## config.mk

```make
export PLATFORM = sky130hd
export DESIGN_NAME = rbd_ctrl
export DESIGN_NICKNAME = d
export VERILOG_FILES = /design/src/rtl/rbd_pkg.sv /design/src/rtl/rbd_ctrl.sv
export SDC_FILE = /design/constraint.sdc
export NUM_CORES = 1
export LEC_CHECK = 0
export ABC_AREA = 1
export BUFFER_PORTS_ARGS = -buffer_cell sky130_fd_sc_hd__buf_2
export CAP_MARGIN = 40
export CORE_AREA = 2 2 45 47
export DETAILED_ROUTE_END_ITERATION = 10
export DIE_AREA = 0 0 47 49
export GPL_TIMING_DRIVEN = 0
export PLACE_DENSITY = 0.77
export SETUP_SLACK_MARGIN = 0.02
export SKIP_LAST_GASP = 1
export SYNTH_ARGS = -nofsm -noshare
export SYNTH_HDL_FRONTEND = slang
export SYNTH_SLANG_ARGS = --single-unit
```

## constraint.sdc

```tcl
create_clock -name clk -period 0.8 [get_ports clk]
set_input_delay 0.04 -clock clk [delete_from_list [all_inputs] [get_ports clk]]
set_output_delay 0.04 -clock clk [all_outputs]
set_load 0.02 [all_outputs]
```

## src/rtl/rbd_pkg.sv

```systemverilog
package rbd_pkg;

    localparam int MAX_WIDTH   = 4096;
    localparam int MAX_FACTOR  = 16;
    localparam int NUM_CHAN    = 3;

    localparam int COL_W       = $clog2(MAX_WIDTH);
    localparam int WIDTH_W     = COL_W + 1;
    localparam int HEIGHT_W    = 16;
    localparam int FACTOR_W    = $clog2(MAX_FACTOR) + 1;
    localparam int BAND_W      = FACTOR_W - 1;
    localparam int SUM_W       = 16;
    localparam int RECIP_SHIFT = 24;
    localparam int RECIP_W     = RECIP_SHIFT + 1;
    localparam int CFG_DATA_W  = 16;
    localparam int CFG_IDX_W   = 2;
    localparam int BYTE_IDX_W  = 3;

    localparam logic [CFG_IDX_W-1:0] REG_IN_WIDTH   = 2'd0;
    localparam logic [CFG_IDX_W-1:0] REG_IN_HEIGHT  = 2'd1;
    localparam logic [CFG_IDX_W-1:0] REG_SUB_FACTOR = 2'd2;

    typedef struct packed {
        logic [7:0] red;
        logic [7:0] green;
        logic [7:0] blue;
    } pixel_t;

    typedef struct packed {
        logic [7:0] out_byte;
        logic       is_padding;
        logic       row_end;
        logic       last;
    } result_t;

    typedef logic [NUM_CHAN-1:0][SUM_W-1:0] sums_t;

    // Frame geometry derived from the configuration registers.
    typedef struct packed {
        logic                busy;
        logic [WIDTH_W-1:0]  width;
        logic [HEIGHT_W-1:0] height;
        logic [FACTOR_W-1:0] factor;
        logic [BAND_W-1:0]   factor_m1;
        logic [RECIP_W-1:0]  recip;
        logic [WIDTH_W-1:0]  ncol;
        logic [WIDTH_W-1:0]  ncol_span;
        logic [HEIGHT_W-1:0] nrow_whole;
    } geom_t;

    typedef struct packed {
        logic load;
        logic update;
        logic emit;
    } ctrl_cmd_t;

    typedef struct packed {
        logic block_done;
        logic final_byte;
        logic slot_free;
    } dp_status_t;

    // ceil(2^24 / (f*f)); exact floor division for sums below 2^16.
    function automatic logic [RECIP_W-1:0] recip_of(input logic [FACTOR_W-1:0] f);
        logic [RECIP_W-1:0] r;
        case (f)
            5'd1:    r = 25'd16777216;
            5'd2:    r = 25'd4194304;
            5'd3:    r = 25'd1864136;
            5'd4:    r = 25'd1048576;
            5'd5:    r = 25'd671089;
            5'd6:    r = 25'd466034;
            5'd7:    r = 25'd342393;
            5'd8:    r = 25'd262144;
            5'd9:    r = 25'd207127;
            5'd10:   r = 25'd167773;
            5'd11:   r = 25'd138655;
            5'd12:   r = 25'd116509;
            5'd13:   r = 25'd99274;
            5'd14:   r = 25'd85599;
            5'd15:   r = 25'd74566;
            5'd16:   r = 25'd65536;
            default: r = 25'd16777216;
        endcase
        return r;
    endfunction

endpackage

```

## src/rtl/rbd_ctrl.sv

```systemverilog
module rbd_ctrl (
    input  logic                clk,
    input  logic                rst_n,
    input  logic                pixel_valid,
    input  rbd_pkg::geom_t      geom,
    input  rbd_pkg::dp_status_t status,
    output logic                pixel_ready,
    output rbd_pkg::ctrl_cmd_t  cmd
);

    localparam logic [1:0] ST_IDLE = 2'd0;
    localparam logic [1:0] ST_SUM  = 2'd1;
    localparam logic [1:0] ST_EMIT = 2'd2;

    logic [1:0] state_reg, state_next;

    assign pixel_ready = (state_reg == ST_IDLE) && !geom.busy;

    always_comb
    begin
        state_next = state_reg;
        cmd        = '0;
        case (state_reg)
            ST_IDLE:
            begin
                if (pixel_valid && pixel_ready)
                begin
                    cmd.load   = 1'b1;
                    state_next = ST_SUM;
                end
            end
            ST_SUM:
            begin
                cmd.update = 1'b1;
                state_next = status.block_done ? ST_EMIT : ST_IDLE;
            end
            ST_EMIT:
            begin
                if (status.slot_free)
                begin
                    cmd.emit = 1'b1;
                    if (status.final_byte)
                        state_next = ST_IDLE;
                end
            end
            default:
            begin
                state_next = ST_IDLE;
            end
        endcase
    end

    always_ff @(posedge clk or negedge rst_n)
    begin
        if (!rst_n)
            state_reg <= ST_IDLE;
        else
            state_reg <= state_next;
    end

endmodule

```

==> summary.md <==
| Metric | Value |
|---|---|
| Outcome | complete, but fails checks |
| Failing checks | setup timing |
| Aggregate global-route resource usage | 4.91% |
| Reg area | 50.0 um2 |
| Die W | 47 um |
| Crit-path cells | nor2_2 > nand2_2 > nor2_4 > buf_6 |
| Synthesized Nets | 129 |
| Maxcap violations | 0 |
| Global-route wire length before repair | 703 um |
| Setup violators final | 5 |
| Syn_area_per_cell | 6.92 um2 |
| CTS buffer count | 3 |
| Total power | 517 uW |
| Final worst slack | -0.283 ns |
| Footprint of the multi-input gates | 56.3 um2 |
| Vias per std cell | 2.63 |
| Area Growth Syn to Fin | 136% |
| R2R Path Start | state_reg[1] |
| Final Cycle Share | 135% |
| Reg2reg setup slack | -0.08 ns |
| Worst vdd ir | 695 uV |
| Initial core utilization | 6.39% |
| Sum Neg Setup Slack | -0.975 ns |
| Layout cell share with drive strength beyond 1 | 60.6% |
| Largest net degree at the start of global routing | 5 |
| Chip height | 49 um |
| Mapped Cells | 17 |
| Core box area | 0.00184 mm2 |
| Initial antenna violation count | 0 |
| Slew @ Worst Pin | 0.142 ns |
| DP Worst Slack | -0.0818 ns |
| Max reg flops | 2 |
| Placed cell count | 54 |
| Distinct cells, synth | 8 |
| Layout Skew | 0.00581 ns |
| Crit path capture type | output port |
| Vias in the first global route | 183 |
| Drt first pass iters | 3 |
| Critical Path AT | 1.04 ns |
| Slew margin rel. | 90.5% |
| Average wire per cell in the routed design | 6.80 um |
| Die area | 0.00230 mm2 |
| RSZ-0062 raised after global routing | true |
| Clk sinks | 2 |
| Fin. Hold Viols | 0 |
| Std-Cell Rows | 16 |
| Longest Clk Path Bufs | 2 |
| Reg clk slew, reported paths | 0.03 ns |
| Hold path cells | 3 |
| Final Non-Filler Cells | 60 |
| IO Pins | 116 |
| Clk_lat worst skew | 0.22 ns |
| Critical path type | register to output port |
| R2R Path End | state_reg[1] |
| Final estimated routing congestion in global placement | 0.662 |
| Max-slew violations | 0 |
| Hold wc startpoint | status[2] |
| Hold path endpoint | state_reg[1] |
| Nets | 147 |
| Filler instances | 233 |
| Max Fanout on Critical Path | 3 |
| I/O Buffers | 10 |
| Synthesis Warnings | 0 |
| CP required | 0.76 ns |
| FF+latch count, synth | 2 |
| CP max-delay cell | dfrtp_1 |
| Synth Cell Area | 118 um2 |
| Crit-path max cell delay | 0.40 ns |
| Reg2reg path depth | 4 |
| Vias | 158 |
| Pleak | 0.152 nW |
| DR iter-0 viols | 1 |
| Root Driver | clkbuf_4 |
| Total Routed Length | 408 um |
| F_max | 0.923 GHz |
| Type of the most critical hold path | input port to register |
| PD cells | 1860 mW/mm2 |
| Post-DP HPWL | 299 um |
| CTS tree | yes |
| Sequential element share of the synthesized area | 42.6% |
| DRC violations left | 0 |
| CTS H-tree lvls | 1 |
| Global route overflow | 0 |
| Min Tclk post-route | 1.08 ns |
| ANT nets after route | 0 |
| Worst setup SP type | register |
| Antenna diodes | 0 |
==> metrics by stage <==
step	cell area, um2	hold slack, ns	util (%)
after floorplan	125	-0.256	-
after global placement	209	-0.173	11.3
after detailed placement	209	-0.171	11.3
after CTS	267	0.0545	14.5
after global routing	278	0.0664	15.1
final	278	0.0537	15.1
==> placed cells by master (no fill, tap or decap) <==
cell type | synthesis | routed
inv_1 | 5 | 4
nor2_2 | 1 | 1
clkbuf_4 | 0 | 3
buf_4 | 0 | 3
nand2_2 | 1 | 1
inv_2 | 0 | 1
nand3_1 | 2 | 2
buf_6 | 0 | 3
dfrtp_1 | 2 | 2
and3_2 | 1 | 1
buf_2 | 0 | 6
dlygate4sd3_1 | 0 | 1
nand2_1 | 2 | 2
nor2_4 | 0 | 1
nor2_1 | 3 | 2
==> cells in the mapped netlist, drive strengths merged <==
library cell | number | area share (%)
nand3 | 2 | 8.5
nor2 | 4 | 15
nand2 | 3 | 12
dfrtp | 2 | 43
inv | 5 | 16
and3 | 1 | 6.4
==> layer usage <==
| metal | global-route usage [%] | wire length (um) |
|---|---|---|
| met2 | 7.08 | 208 |
| met5 | 0 | 0 |
| met1 | 4.27 | 168 |
| met3 | 4.81 | 31 |
| met4 | 2.78 | 0 |
==> worst max-delay path: cells and delay by family, from the launching register on <==
| kind | cells | cell delay [ns] |
|---|---|---|
| flip-flops | 1 | 0.40 |
| AND/OR/NAND/NOR | 3 | 0.30 |
| buffers and inverters | 1 | 0.12 |
==> where the power goes <==
group / total [mW] / internal, mW / switching, mW
Clock: 0.222 / 0.166 / 0.0563
Sequential: 0.127 / 0.114 / 0.0134
Combinational: 0.168 / 0.0874 / 0.0803
==> cell type report <==
type	instances	share of cell area, %
Clock buffer	3	8.11
Inverter	5	6.76
Multi-Input combinational cell	10	20.3
Sequential cell	2	18.0
Tap cell	27	12.2
Timing Repair Buffer	13	34.7
==> how the worst max path moves through the flow <==
stage,startpoint,cells after the start,end,slack (ns)
6_report,state_reg[0],4,cmd[2],-0.28
4_1_cts,state_reg[0],4,cmd[2],-0.28
5_1_grt,state_reg[0],4,cmd[2],-0.33
3_3_place_gp,state_reg[1],4,cmd[2],-0.05
2_1_floorplan,state_reg[0],3,pixel_ready,0.05
3_5_place_dp,state_reg[1],4,cmd[2],-0.08
==> kinds of logic (layout without fill, tap and decap cells) <==
group,Yosys count,count (layout),share of synthesized area [%]
AND/OR/NAND/NOR,10,10,41.5
buffers and inverters,5,21,16.0
flip-flops,2,2,42.6
==> what timing repair did <==
| action | in CTS | in global routing |
|---|---|---|
| hold buffers | 1 | 0 |
| pin swaps | 0 | 0 |
| resized for setup | 6 | 2 |
| endpoints found under the setup margin | 4 | 6 |
| endpoints found under the hold margin | 2 | 0 |
| setup buffers | 1 | 1 |
Power figures use the tool's default switching activity.
