`config.mk`:
```
export PLATFORM = sky130hd
export DESIGN_NAME = rbd_cfg
export DESIGN_NICKNAME = d
export VERILOG_FILES = /design/src/rtl/rbd_pkg.sv /design/src/rtl/rbd_cfg.sv
export SDC_FILE = /design/constraint.sdc
export NUM_CORES = 1
export LEC_CHECK = 0
export ABC_AREA = 1
export BUFFER_PORTS_ARGS = -buffer_cell sky130_fd_sc_hd__clkbuf_2
export CORE_MARGIN = 2
export CORE_UTILIZATION = 40
export DETAILED_ROUTE_END_ITERATION = 7
export GPL_ROUTABILITY_DRIVEN = 0
export PLACE_DENSITY_LB_ADDON = 0.08
export SKIP_LAST_GASP = 1
export SLEW_MARGIN = 20
export SYNTH_ARGS = -nofsm -noshare
export SYNTH_HDL_FRONTEND = slang
export SYNTH_SLANG_ARGS = --single-unit
```
`constraint.sdc`:
```
create_clock -name clk -period 4.42 [get_ports clk]
set_input_delay 0.884 -clock clk [delete_from_list [all_inputs] [get_ports clk]]
set_output_delay 0.884 -clock clk [all_outputs]
set_load 0.05 [all_outputs]
```
`src/rtl/rbd_pkg.sv`:
```
package rbd_pkg;

    localparam int MAX_WIDTH   = 4096;
    localparam int MAX_FACTOR  = 16;
    localparam int NUM_CHAN    = 3;

    localparam int COL_W       = $clog2(MAX_WIDTH);
    localparam int WIDTH_W     = COL_W + 1;
    localparam int HEIGHT_W    = 16;
    localparam int FACTOR_W    = $clog2(MAX_FACTOR) + 1;
    localparam int BAND_W      = FACTOR_W - 1;
    localparam int SUM_W       = 16;
    localparam int RECIP_SHIFT = 24;
    localparam int RECIP_W     = RECIP_SHIFT + 1;
    localparam int CFG_DATA_W  = 16;
    localparam int CFG_IDX_W   = 2;
    localparam int BYTE_IDX_W  = 3;

    localparam logic [CFG_IDX_W-1:0] REG_IN_WIDTH   = 2'd0;
    localparam logic [CFG_IDX_W-1:0] REG_IN_HEIGHT  = 2'd1;
    localparam logic [CFG_IDX_W-1:0] REG_SUB_FACTOR = 2'd2;

    typedef struct packed {
        logic [7:0] red;
        logic [7:0] green;
        logic [7:0] blue;
    } pixel_t;

    typedef struct packed {
        logic [7:0] out_byte;
        logic       is_padding;
        logic       row_end;
        logic       last;
    } result_t;

    typedef logic [NUM_CHAN-1:0][SUM_W-1:0] sums_t;

    // Frame geometry derived from the configuration registers.
    typedef struct packed {
        logic                busy;
        logic [WIDTH_W-1:0]  width;
        logic [HEIGHT_W-1:0] height;
        logic [FACTOR_W-1:0] factor;
        logic [BAND_W-1:0]   factor_m1;
        logic [RECIP_W-1:0]  recip;
        logic [WIDTH_W-1:0]  ncol;
        logic [WIDTH_W-1:0]  ncol_span;
        logic [HEIGHT_W-1:0] nrow_whole;
    } geom_t;

    typedef struct packed {
        logic load;
        logic update;
        logic emit;
    } ctrl_cmd_t;

    typedef struct packed {
        logic block_done;
        logic final_byte;
        logic slot_free;
    } dp_status_t;

    // ceil(2^24 / (f*f)); exact floor division for sums below 2^16.
    function automatic logic [RECIP_W-1:0] recip_of(input logic [FACTOR_W-1:0] f);
        logic [RECIP_W-1:0] r;
        case (f)
            5'd1:    r = 25'd16777216;
            5'd2:    r = 25'd4194304;
            5'd3:    r = 25'd1864136;
            5'd4:    r = 25'd1048576;
            5'd5:    r = 25'd671089;
            5'd6:    r = 25'd466034;
            5'd7:    r = 25'd342393;
            5'd8:    r = 25'd262144;
            5'd9:    r = 25'd207127;
            5'd10:   r = 25'd167773;
            5'd11:   r = 25'd138655;
            5'd12:   r = 25'd116509;
            5'd13:   r = 25'd99274;
            5'd14:   r = 25'd85599;
            5'd15:   r = 25'd74566;
            5'd16:   r = 25'd65536;
            default: r = 25'd16777216;
        endcase
        return r;
    endfunction

endpackage

```
`src/rtl/rbd_cfg.sv`:
```
module rbd_cfg (
    input  logic                                clk,
    input  logic                                rst_n,
    input  logic                                cfg_we,
    input  logic [rbd_pkg::CFG_IDX_W-1:0]       cfg_index,
    input  logic [rbd_pkg::CFG_DATA_W-1:0]      cfg_data,
    output rbd_pkg::geom_t                      geom
);

    localparam logic [1:0] CS_IDLE = 2'd0;
    localparam logic [1:0] CS_LOAD = 2'd1;
    localparam logic [1:0] CS_DIV  = 2'd2;
    localparam logic [1:0] CS_MUL  = 2'd3;

    localparam int DIV_W = rbd_pkg::HEIGHT_W;
    localparam int CNT_W = $clog2(DIV_W);
    localparam int REM_W = rbd_pkg::FACTOR_W - 1;
    localparam int PROD_W = DIV_W + rbd_pkg::FACTOR_W;

    logic [rbd_pkg::WIDTH_W-1:0]  in_width_reg, in_width_next;
    logic [rbd_pkg::HEIGHT_W-1:0] in_height_reg, in_height_next;
    logic [rbd_pkg::FACTOR_W-1:0] sub_factor_reg, sub_factor_next;

    logic [1:0]       phase_reg, phase_next;
    logic [CNT_W-1:0] cnt_reg, cnt_next;
    logic [DIV_W-1:0] dq_w_reg, dq_w_next;
    logic [DIV_W-1:0] dq_h_reg, dq_h_next;
    logic [REM_W-1:0] rem_w_reg, rem_w_next;
    logic [REM_W-1:0] rem_h_reg, rem_h_next;

    logic [rbd_pkg::WIDTH_W-1:0]  ncol_reg, ncol_next;
    logic [rbd_pkg::WIDTH_W-1:0]  ncol_span_reg, ncol_span_next;
    logic [rbd_pkg::HEIGHT_W-1:0] nrow_whole_reg, nrow_whole_next;

    logic [rbd_pkg::WIDTH_W-1:0]  w_eff;
    logic [rbd_pkg::HEIGHT_W-1:0] h_eff;
    logic [rbd_pkg::FACTOR_W-1:0] f_eff;
    logic [REM_W:0]               shift_w, shift_h;
    logic [PROD_W-1:0]            prod_w, prod_h;
    logic                         known_index;

    always_comb
    begin
        if (in_width_reg == '0)
            w_eff = rbd_pkg::WIDTH_W'(1);
        else if (in_width_reg > rbd_pkg::WIDTH_W'(rbd_pkg::MAX_WIDTH))
            w_eff = rbd_pkg::WIDTH_W'(rbd_pkg::MAX_WIDTH);
        else
            w_eff = in_width_reg;

        h_eff = (in_height_reg == '0) ? rbd_pkg::HEIGHT_W'(1) : in_height_reg;

        if (sub_factor_reg == '0)
            f_eff = rbd_pkg::FACTOR_W'(1);
        else if (sub_factor_reg > rbd_pkg::FACTOR_W'(rbd_pkg::MAX_FACTOR))
            f_eff = rbd_pkg::FACTOR_W'(rbd_pkg::MAX_FACTOR);
        else
            f_eff = sub_factor_reg;
    end

    assign known_index = (cfg_index == rbd_pkg::REG_IN_WIDTH) ||
                         (cfg_index == rbd_pkg::REG_IN_HEIGHT) ||
                         (cfg_index == rbd_pkg::REG_SUB_FACTOR);

    assign shift_w = {rem_w_reg, dq_w_reg[DIV_W-1]};
    assign shift_h = {rem_h_reg, dq_h_reg[DIV_W-1]};
    assign prod_w  = {{rbd_pkg::FACTOR_W{1'b0}}, dq_w_reg} *
                     {{DIV_W{1'b0}}, f_eff};
    assign prod_h  = {{rbd_pkg::FACTOR_W{1'b0}}, dq_h_reg} *
                     {{DIV_W{1'b0}}, f_eff};

    always_comb
    begin
        in_width_next   = in_width_reg;
        in_height_next  = in_height_reg;
        sub_factor_next = sub_factor_reg;
        phase_next      = phase_reg;
        cnt_next        = cnt_reg;
        dq_w_next       = dq_w_reg;
        dq_h_next       = dq_h_reg;
        rem_w_next      = rem_w_reg;
        rem_h_next      = rem_h_reg;
        ncol_next       = ncol_reg;
        ncol_span_next  = ncol_span_reg;
        nrow_whole_next = nrow_whole_reg;

        case (phase_reg)
            CS_IDLE:
            begin
            end
            CS_LOAD:
            begin
                dq_w_next  = DIV_W'(w_eff);
                dq_h_next  = h_eff;
                rem_w_next = '0;
                rem_h_next = '0;
                cnt_next   = '1;
                phase_next = CS_DIV;
            end
            CS_DIV:
            begin
                // One restoring step per cycle for both quotients.
                if (shift_w >= f_eff)
                begin
                    rem_w_next = REM_W'(shift_w - f_eff);
                    dq_w_next  = {dq_w_reg[DIV_W-2:0], 1'b1};
                end
                else
                begin
                    rem_w_next = shift_w[REM_W-1:0];
                    dq_w_next  = {dq_w_reg[DIV_W-2:0], 1'b0};
                end
                if (shift_h >= f_eff)
                begin
                    rem_h_next = REM_W'(shift_h - f_eff);
                    dq_h_next  = {dq_h_reg[DIV_W-2:0], 1'b1};
                end
                else
                begin
                    rem_h_next = shift_h[REM_W-1:0];
                    dq_h_next  = {dq_h_reg[DIV_W-2:0], 1'b0};
                end
                cnt_next = cnt_reg - CNT_W'(1);
                if (cnt_reg == '0)
                    phase_next = CS_MUL;
            end
            CS_MUL:
            begin
                ncol_next       = dq_w_reg[rbd_pkg::WIDTH_W-1:0];
                ncol_span_next  = prod_w[rbd_pkg::WIDTH_W-1:0];
                nrow_whole_next = prod_h[rbd_pkg::HEIGHT_W-1:0];
                phase_next      = CS_IDLE;
            end
            default:
            begin
                phase_next = CS_IDLE;
            end
        endcase

        if (cfg_we && known_index)
        begin
            case (cfg_index)
                rbd_pkg::REG_IN_WIDTH:
                    in_width_next = cfg_data[rbd_pkg::WIDTH_W-1:0];
                rbd_pkg::REG_IN_HEIGHT:
                    in_height_next = cfg_data[rbd_pkg::HEIGHT_W-1:0];
                rbd_pkg::REG_SUB_FACTOR:
                    sub_factor_next = cfg_data[rbd_pkg::FACTOR_W-1:0];
                default:
                begin
                end
            endcase
            phase_next = CS_LOAD;
        end
    end

    always_ff @(posedge clk or negedge rst_n)
    begin
        if (!rst_n)
        begin
            in_width_reg   <= rbd_pkg::WIDTH_W'(1);
            in_height_reg  <= rbd_pkg::HEIGHT_W'(1);
            sub_factor_reg <= rbd_pkg::FACTOR_W'(1);
            phase_reg      <= CS_IDLE;
            cnt_reg        <= '0;
            ncol_reg       <= rbd_pkg::WIDTH_W'(1);
            ncol_span_reg  <= rbd_pkg::WIDTH_W'(1);
            nrow_whole_reg <= rbd_pkg::HEIGHT_W'(1);
        end
        else
        begin
            in_width_reg   <= in_width_next;
            in_height_reg  <= in_height_next;
            sub_factor_reg <= sub_factor_next;
            phase_reg      <= phase_next;
            cnt_reg        <= cnt_next;
            ncol_reg       <= ncol_next;
            ncol_span_reg  <= ncol_span_next;
            nrow_whole_reg <= nrow_whole_next;
        end
    end

    always_ff @(posedge clk)
    begin
        dq_w_reg  <= dq_w_next;
        dq_h_reg  <= dq_h_next;
        rem_w_reg <= rem_w_next;
        rem_h_reg <= rem_h_next;
    end

    always_comb
    begin
        geom.busy       = (phase_reg != CS_IDLE);
        geom.width      = w_eff;
        geom.height     = h_eff;
        geom.factor     = f_eff;
        geom.factor_m1  = rbd_pkg::BAND_W'(f_eff - rbd_pkg::FACTOR_W'(1));
        geom.recip      = rbd_pkg::recip_of(f_eff);
        geom.ncol       = ncol_reg;
        geom.ncol_span  = ncol_span_reg;
        geom.nrow_whole = nrow_whole_reg;
    end

endmodule

```
==> impl_metrics.ini, run 1 <==
[run_status]
outcome = finished clean

[place]
hpwl_um = 19800
placed_cells = 1596
post_dp_cell_area_sq_um = 10300
port_buffers = 124
pre_cts_ws_ns = 0.308

[finish]
nFillCells = 2313
seq_area_sq_um = 3260
fin_cells = 1628
antenna_cells = 0
final_cell_mix = nand2_1 (283), inv_1 (227), clkbuf_2 (123)
area_delta_synth_final_pct = 17.4
nets = 1443
final_layout_size_suffix_gt1_frac = 0.153
utilization = 0.481
layout_commonest_cell = nand2_1
fin_area_sq_um = 10900
multi_input_area_sq_um = 4990

[grt]
globalRoute.totalOverflow = 0
grt_max_degree = 83
grtUsageTotal = 0.218
grt_pass1_wl_um = 41300
antenna_found_initial = 0
grt_pass1_vias = 7507

[timing]
period_needed_ns = 4.19
skew_ns = 0.0108
setup_viol = 0
hold_ws_ns = 0.460
worst_slew_pin_slew_ns = 1.05
min_period_over_period = 0.949
final-hold-violation-count = 0
fin_setup_tns_ns = 0
slew_violations = 0
rsz0062_at_grt = yes
fin_ws_ns = 0.227
fmax_mhz = 239
slew-limit-headroom = 0.297

[route]
drtIter0Drc = 512
post_drt_wl_per_cell_um = 15.7
vias = 7776
drtPass1Iterations = 5
drc_errors = 0
drt.antenna.violating_nets = 0
via_per_inst = 4.78
routed_wl_um = 25500

[floorplan]
dieWidth_um = 157
die_y_um = 157
coreArea_sq_um = 22800
num_rows = 55
ios = 127
dieArea_sq_um = 24600
initial_core_util = 0.410

[yosys]
avgSynthCellArea_sq_um = 7.84
synthCells = 1190
ys_warn_count = 0
synth_edf_count = 40
ys_ff_latch = 122
synth_ff_type = dfrtp_1
ys_seq_area_frac = 0.350
synthArstFlopShare = 0.672
ys_types = 45
netlist_area_sq_um = 9330

[worst_setup_path]
cp_max_fo = 21
startpoint_type = register
critPathKind = register to output port
cp.arrival_ns = 3.31
worstPathRequired_ns = 3.54
worstSetupEndpointType = output port

[pwr]
p_leak_nw = 5.82
p_total_mw = 8.65
max-vdd-ir-drop_uv = 291
power_density_nw_per_um2 = 790

[clock_network]
clkTransAtPathRegs_ns = 0.06
cts.htree.levels = 4
numClockSinks = 122
cts-root-buf = clkbuf_16
clockBufferDepth = 2
clk_latency_ns = 0.42
cts-buffers-inserted = 17
cts_tree = done
cts_hold_buf = 0

[flow_run]
drv_cap = 0

[worst_hold_path]
hold_path_class = register to register
[final cells by class]
type,instances,area share
Multi-Input combinational cell,783,0.456
Sequential cell,122,0.298
Inverter,233,0.0802
Timing Repair Buffer,145,0.0728
Clock buffer,21,0.0470
Tap cell,313,0.0358
Clock inverter,11,0.0107
[worst max-delay path: stages (launching register included)]
cell and delay (ns):
dfrtp_1 0.45, buf_4 0.21, inv_2 0.20, nand2_1 0.18, nand2_4 0.30, clkinvlp_4 0.33
ha_1 0.30, inv_1 0.12, ha_1 0.16, inv_1 0.05, o21ai_0 0.24, clkbuf_2 0.33
[cell families (layout without fill, tap and decap cells)]
group           Yosys count  in the layout  synth area share
other cells               1              2          0.000402
buf+inv                 286            410             0.117
fa+ha+maj               120            120             0.212
xor+xnor                 17             17            0.0160
flops                   122            122             0.350
simple gates            461            461             0.201
mux                       1              1           0.00121
compound gates          182            182             0.103
[worst paths after layout]
kind	from	slack, ns	end	depth (start not counted)
worst max-delay path	sub_factor_reg[4]	0.23	geom[53]	11
worst min-delay path	ncol_reg[0]	0.46	ncol_reg[0]	2
worst max register to register	sub_factor_reg[4]	0.29	ncol_span_reg[10]	18
worst min register to register	ncol_reg[0]	0.46	ncol_reg[0]	2
max in group asynchronous	rst_n	3.37	nrow_whole_reg[1]	1
min in group asynchronous	rst_n	0.52	cnt_reg[2]	1
[metal layers]
metal,GRT usage,wire length (um)
met1,0.335,13200
met2,0.321,10800
met3,0.0321,1170
met4,0.0507,303
met5,0,0
[report_power, final]
group          switching [mW]  internal [mW]  total, mW
clock                   0.595          0.907       1.50
combinational            3.60           1.46       5.06
sequential              0.341           1.75       2.09
total                    4.54           4.11       8.65
[repair_timing]
action	4_1_cts	5_1_grt
hold endpoints to repair	0	0
setup buffers	0	0
gates resized for setup	0	4
endpoints found under the setup margin	0	10
[synthesized netlist by cell type, types with 10 or more instances]
cell type,instances,area share
a21oi_1,36,0.019
o21ai_0,121,0.065
ha_1,57,0.076
fa_1,63,0.14
edfxtp_1,40,0.13
inv_1,227,0.091
a31oi_1,10,0.0067
nand3_1,34,0.018
nand2_1,283,0.11
dfrtp_1,76,0.20
clkbuf_1,43,0.017
nor2_1,112,0.045
xor2_1,11,0.010
(Power assumes the default switching activity.)
==> run 2, diff against run 1 <==
--- a/config.mk
+++ b/config.mk
@@ -6,10 +6,10 @@
 export NUM_CORES = 1
 export LEC_CHECK = 0
 export ABC_AREA = 1
-export BUFFER_PORTS_ARGS = -buffer_cell sky130_fd_sc_hd__clkbuf_2
 export CORE_MARGIN = 2
 export CORE_UTILIZATION = 40
 export DETAILED_ROUTE_END_ITERATION = 7
+export DONT_BUFFER_PORTS = 1
 export GPL_ROUTABILITY_DRIVEN = 0
 export PLACE_DENSITY_LB_ADDON = 0.08
 export SKIP_LAST_GASP = 1
==> run 2 against run 1 <==
Against the previous run:
- global-route usage is 0.34 points higher
- combinational power is 16% lower
- sequential cell count unchanged
- sequential share of layout area grew 1.0 points
- die area unchanged
- total power shrank 2.3%
- largest cell class unchanged
- routed wire length grew 0.71%
- sequential power is 33% higher
- non-clock buffer count decreased by 93
- final cell count fell by 5.7%
- largest power group unchanged
==> impl_metrics.ini, run 2 (same netlist as run 1, synthesis figures left out) <==
[pwr]
power_frac_seq = 0.330
power_density_nw_per_um2 = 798
p_sw_mw = 4.51
power_frac_comb = 0.502
max-vdd-ir-drop_uv = 269
intPower_mw = 3.94
swShare = 0.533
clkPwrFrac = 0.168
p_leak_nw = 5.44
p_total_mw = 8.45

[finish]
fin_area_sq_um = 10600
area_delta_synth_final_pct = 13.5
utilization = 0.465
nFillCells = 2272
final_layout_size_suffix_gt1_frac = 0.0917
antenna_cells = 0
multi_input_area_sq_um = 5000
final_cell_mix = nand2_1 (283), inv_1 (226), o21ai_0 (114)
layout_commonest_cell = nand2_1
nets = 1350
seq_area_sq_um = 3260

[floorplan]
ios = 127
initial_core_util = 0.410
dieWidth_um = 157
die_y_um = 157
dieArea_sq_um = 24600
num_rows = 55
coreArea_sq_um = 22800

[timing]
slew-limit-headroom = 0.278
setup_viol = 0
skew_ns = 0.0120
rsz0062_at_grt = yes
fin_ws_ns = 0.196
min_period_over_period = 0.956
worst_slew_pin_slew_ns = 1.08
fmax_mhz = 237
final-hold-violation-count = 0
period_needed_ns = 4.22
fin_setup_tns_ns = 0
slew_violations = 0

[worst_setup_path]
worst_r2r_path_depth = 17
reg2reg_slack_ns = 0.31
rr_startpoint = sub_factor_reg[4]
worstPathRequired_ns = 3.54
critPathKind = register to output port
crit_start = sub_factor_reg[4]
startpoint_type = register
timing.rr.end = nrow_whole_reg[14]
cp_max_fo = 24
cp.arrival_ns = 3.34
worstSetupEndpointType = output port

[grt]
grt_pass1_wl_um = 41700
globalRoute.totalOverflow = 0
grtUsageTotal = 0.221
grt_max_degree = 83
grt_pass1_vias = 7373
antenna_found_initial = 0

[route]
vias = 7450
via_per_inst = 4.85
drtPass1Iterations = 5
drt.antenna.violating_nets = 0
drtIter0Drc = 466
routed_wl_um = 25700
drc_errors = 0
post_drt_wl_per_cell_um = 16.8

[clock_network]
cts.htree.levels = 4
cts-buffers-inserted = 17
clk_latency_ns = 0.42
clockBufferDepth = 2
numClockSinks = 122
clkTransAtPathRegs_ns = 0.06
cts_hold_buf = 0
cts_tree = done
cts-root-buf = clkbuf_16

[place]
pre_cts_ws_ns = 0.0730
post_dp_cell_area_sq_um = 9960
port_buffers = 0
hpwl_um = 20000

[flow_run]
drv_cap = 0

[worst_hold_path]
hold_path_class = input pin to async pin

[run_status]
outcome = finished clean
-- run 2: cell types whose count changed in the layout (fill, tap and decap cells not counted), moves of 2 or more --
cell       change
buf_12         +4
buf_4         +26
clkbuf_16      -2
clkbuf_2     -123
clkinv_4       +2
nor3_1         -2
nor3_2         +2
o21ai_0        -7
o21ai_1        +7
-- run 2: layout make-up --
class	count	share of cell area
well taps	313	0.0370
repair buffers	52	0.0431
multi-input cells	783	0.473
clock buffers	18	0.0425
flip-flops and latches	122	0.308
inverters	233	0.0829
clock inverters	14	0.0139
-- run 2: metal layers --
metal,global-route usage,vias up,share of wire
met5,0,-,0
met3,0.0366,24,0.048
met1,0.331,3490,0.51
met2,0.326,198,0.43
li1,-,3738,-
met4,0.0660,0,0.015
-- run 2: worst max-delay path by stage --
stage | end | cells after the start | slack [ns]
after floorplan | geom[62] | 8 | 0.33
after CTS | nrow_whole_reg[9] | 17 | 0.07
after detailed placement | nrow_whole_reg[9] | 18 | 0.07
after global placement | nrow_whole_reg[9] | 17 | 0.16
final | geom[54] | 10 | 0.20
after global routing | nrow_whole_reg[9] | 19 | -0.001
-- run 2: worst max-delay path, cell delays in order, from the launching register on --
cell      delay [ns]
dfrtp_2         0.45
buf_4           0.26
nor2_2          0.22
nand2_2         0.12
nand2_4         0.21
clkinv_1        0.42
ha_1            0.38
o21ai_0         0.32
o21ai_0         0.24
inv_1           0.15
buf_12          0.14
-- run 2: power groups by stage --
| stage | clock network (mW) | registers [mW] | logic (mW) |
|---|---|---|---|
| after global placement | 0 | 2.81 | 4.22 |
| after floorplan | 0 | 2.57 | 3.30 |
| after global routing | 1.51 | 2.84 | 4.93 |
| final | 1.42 | 2.79 | 4.25 |
| after detailed placement | 0 | 2.81 | 4.24 |
| after CTS | 1.45 | 2.79 | 4.27 |
-- run 2: repair_timing --
action / in CTS / in global routing
buffers inserted: 0 / 2
setup endpoints to repair: 0 / 11
resized for setup: 0 / 7
-- run 2: stage by stage --
stage          instances  hold slack [ns]
2_1_floorplan       1191            0.474
3_3_place_gp        1501            0.487
3_5_place_dp        1501            0.491
4_1_cts             1533            0.138
5_1_grt             1535            0.136
6_report            1535            0.157
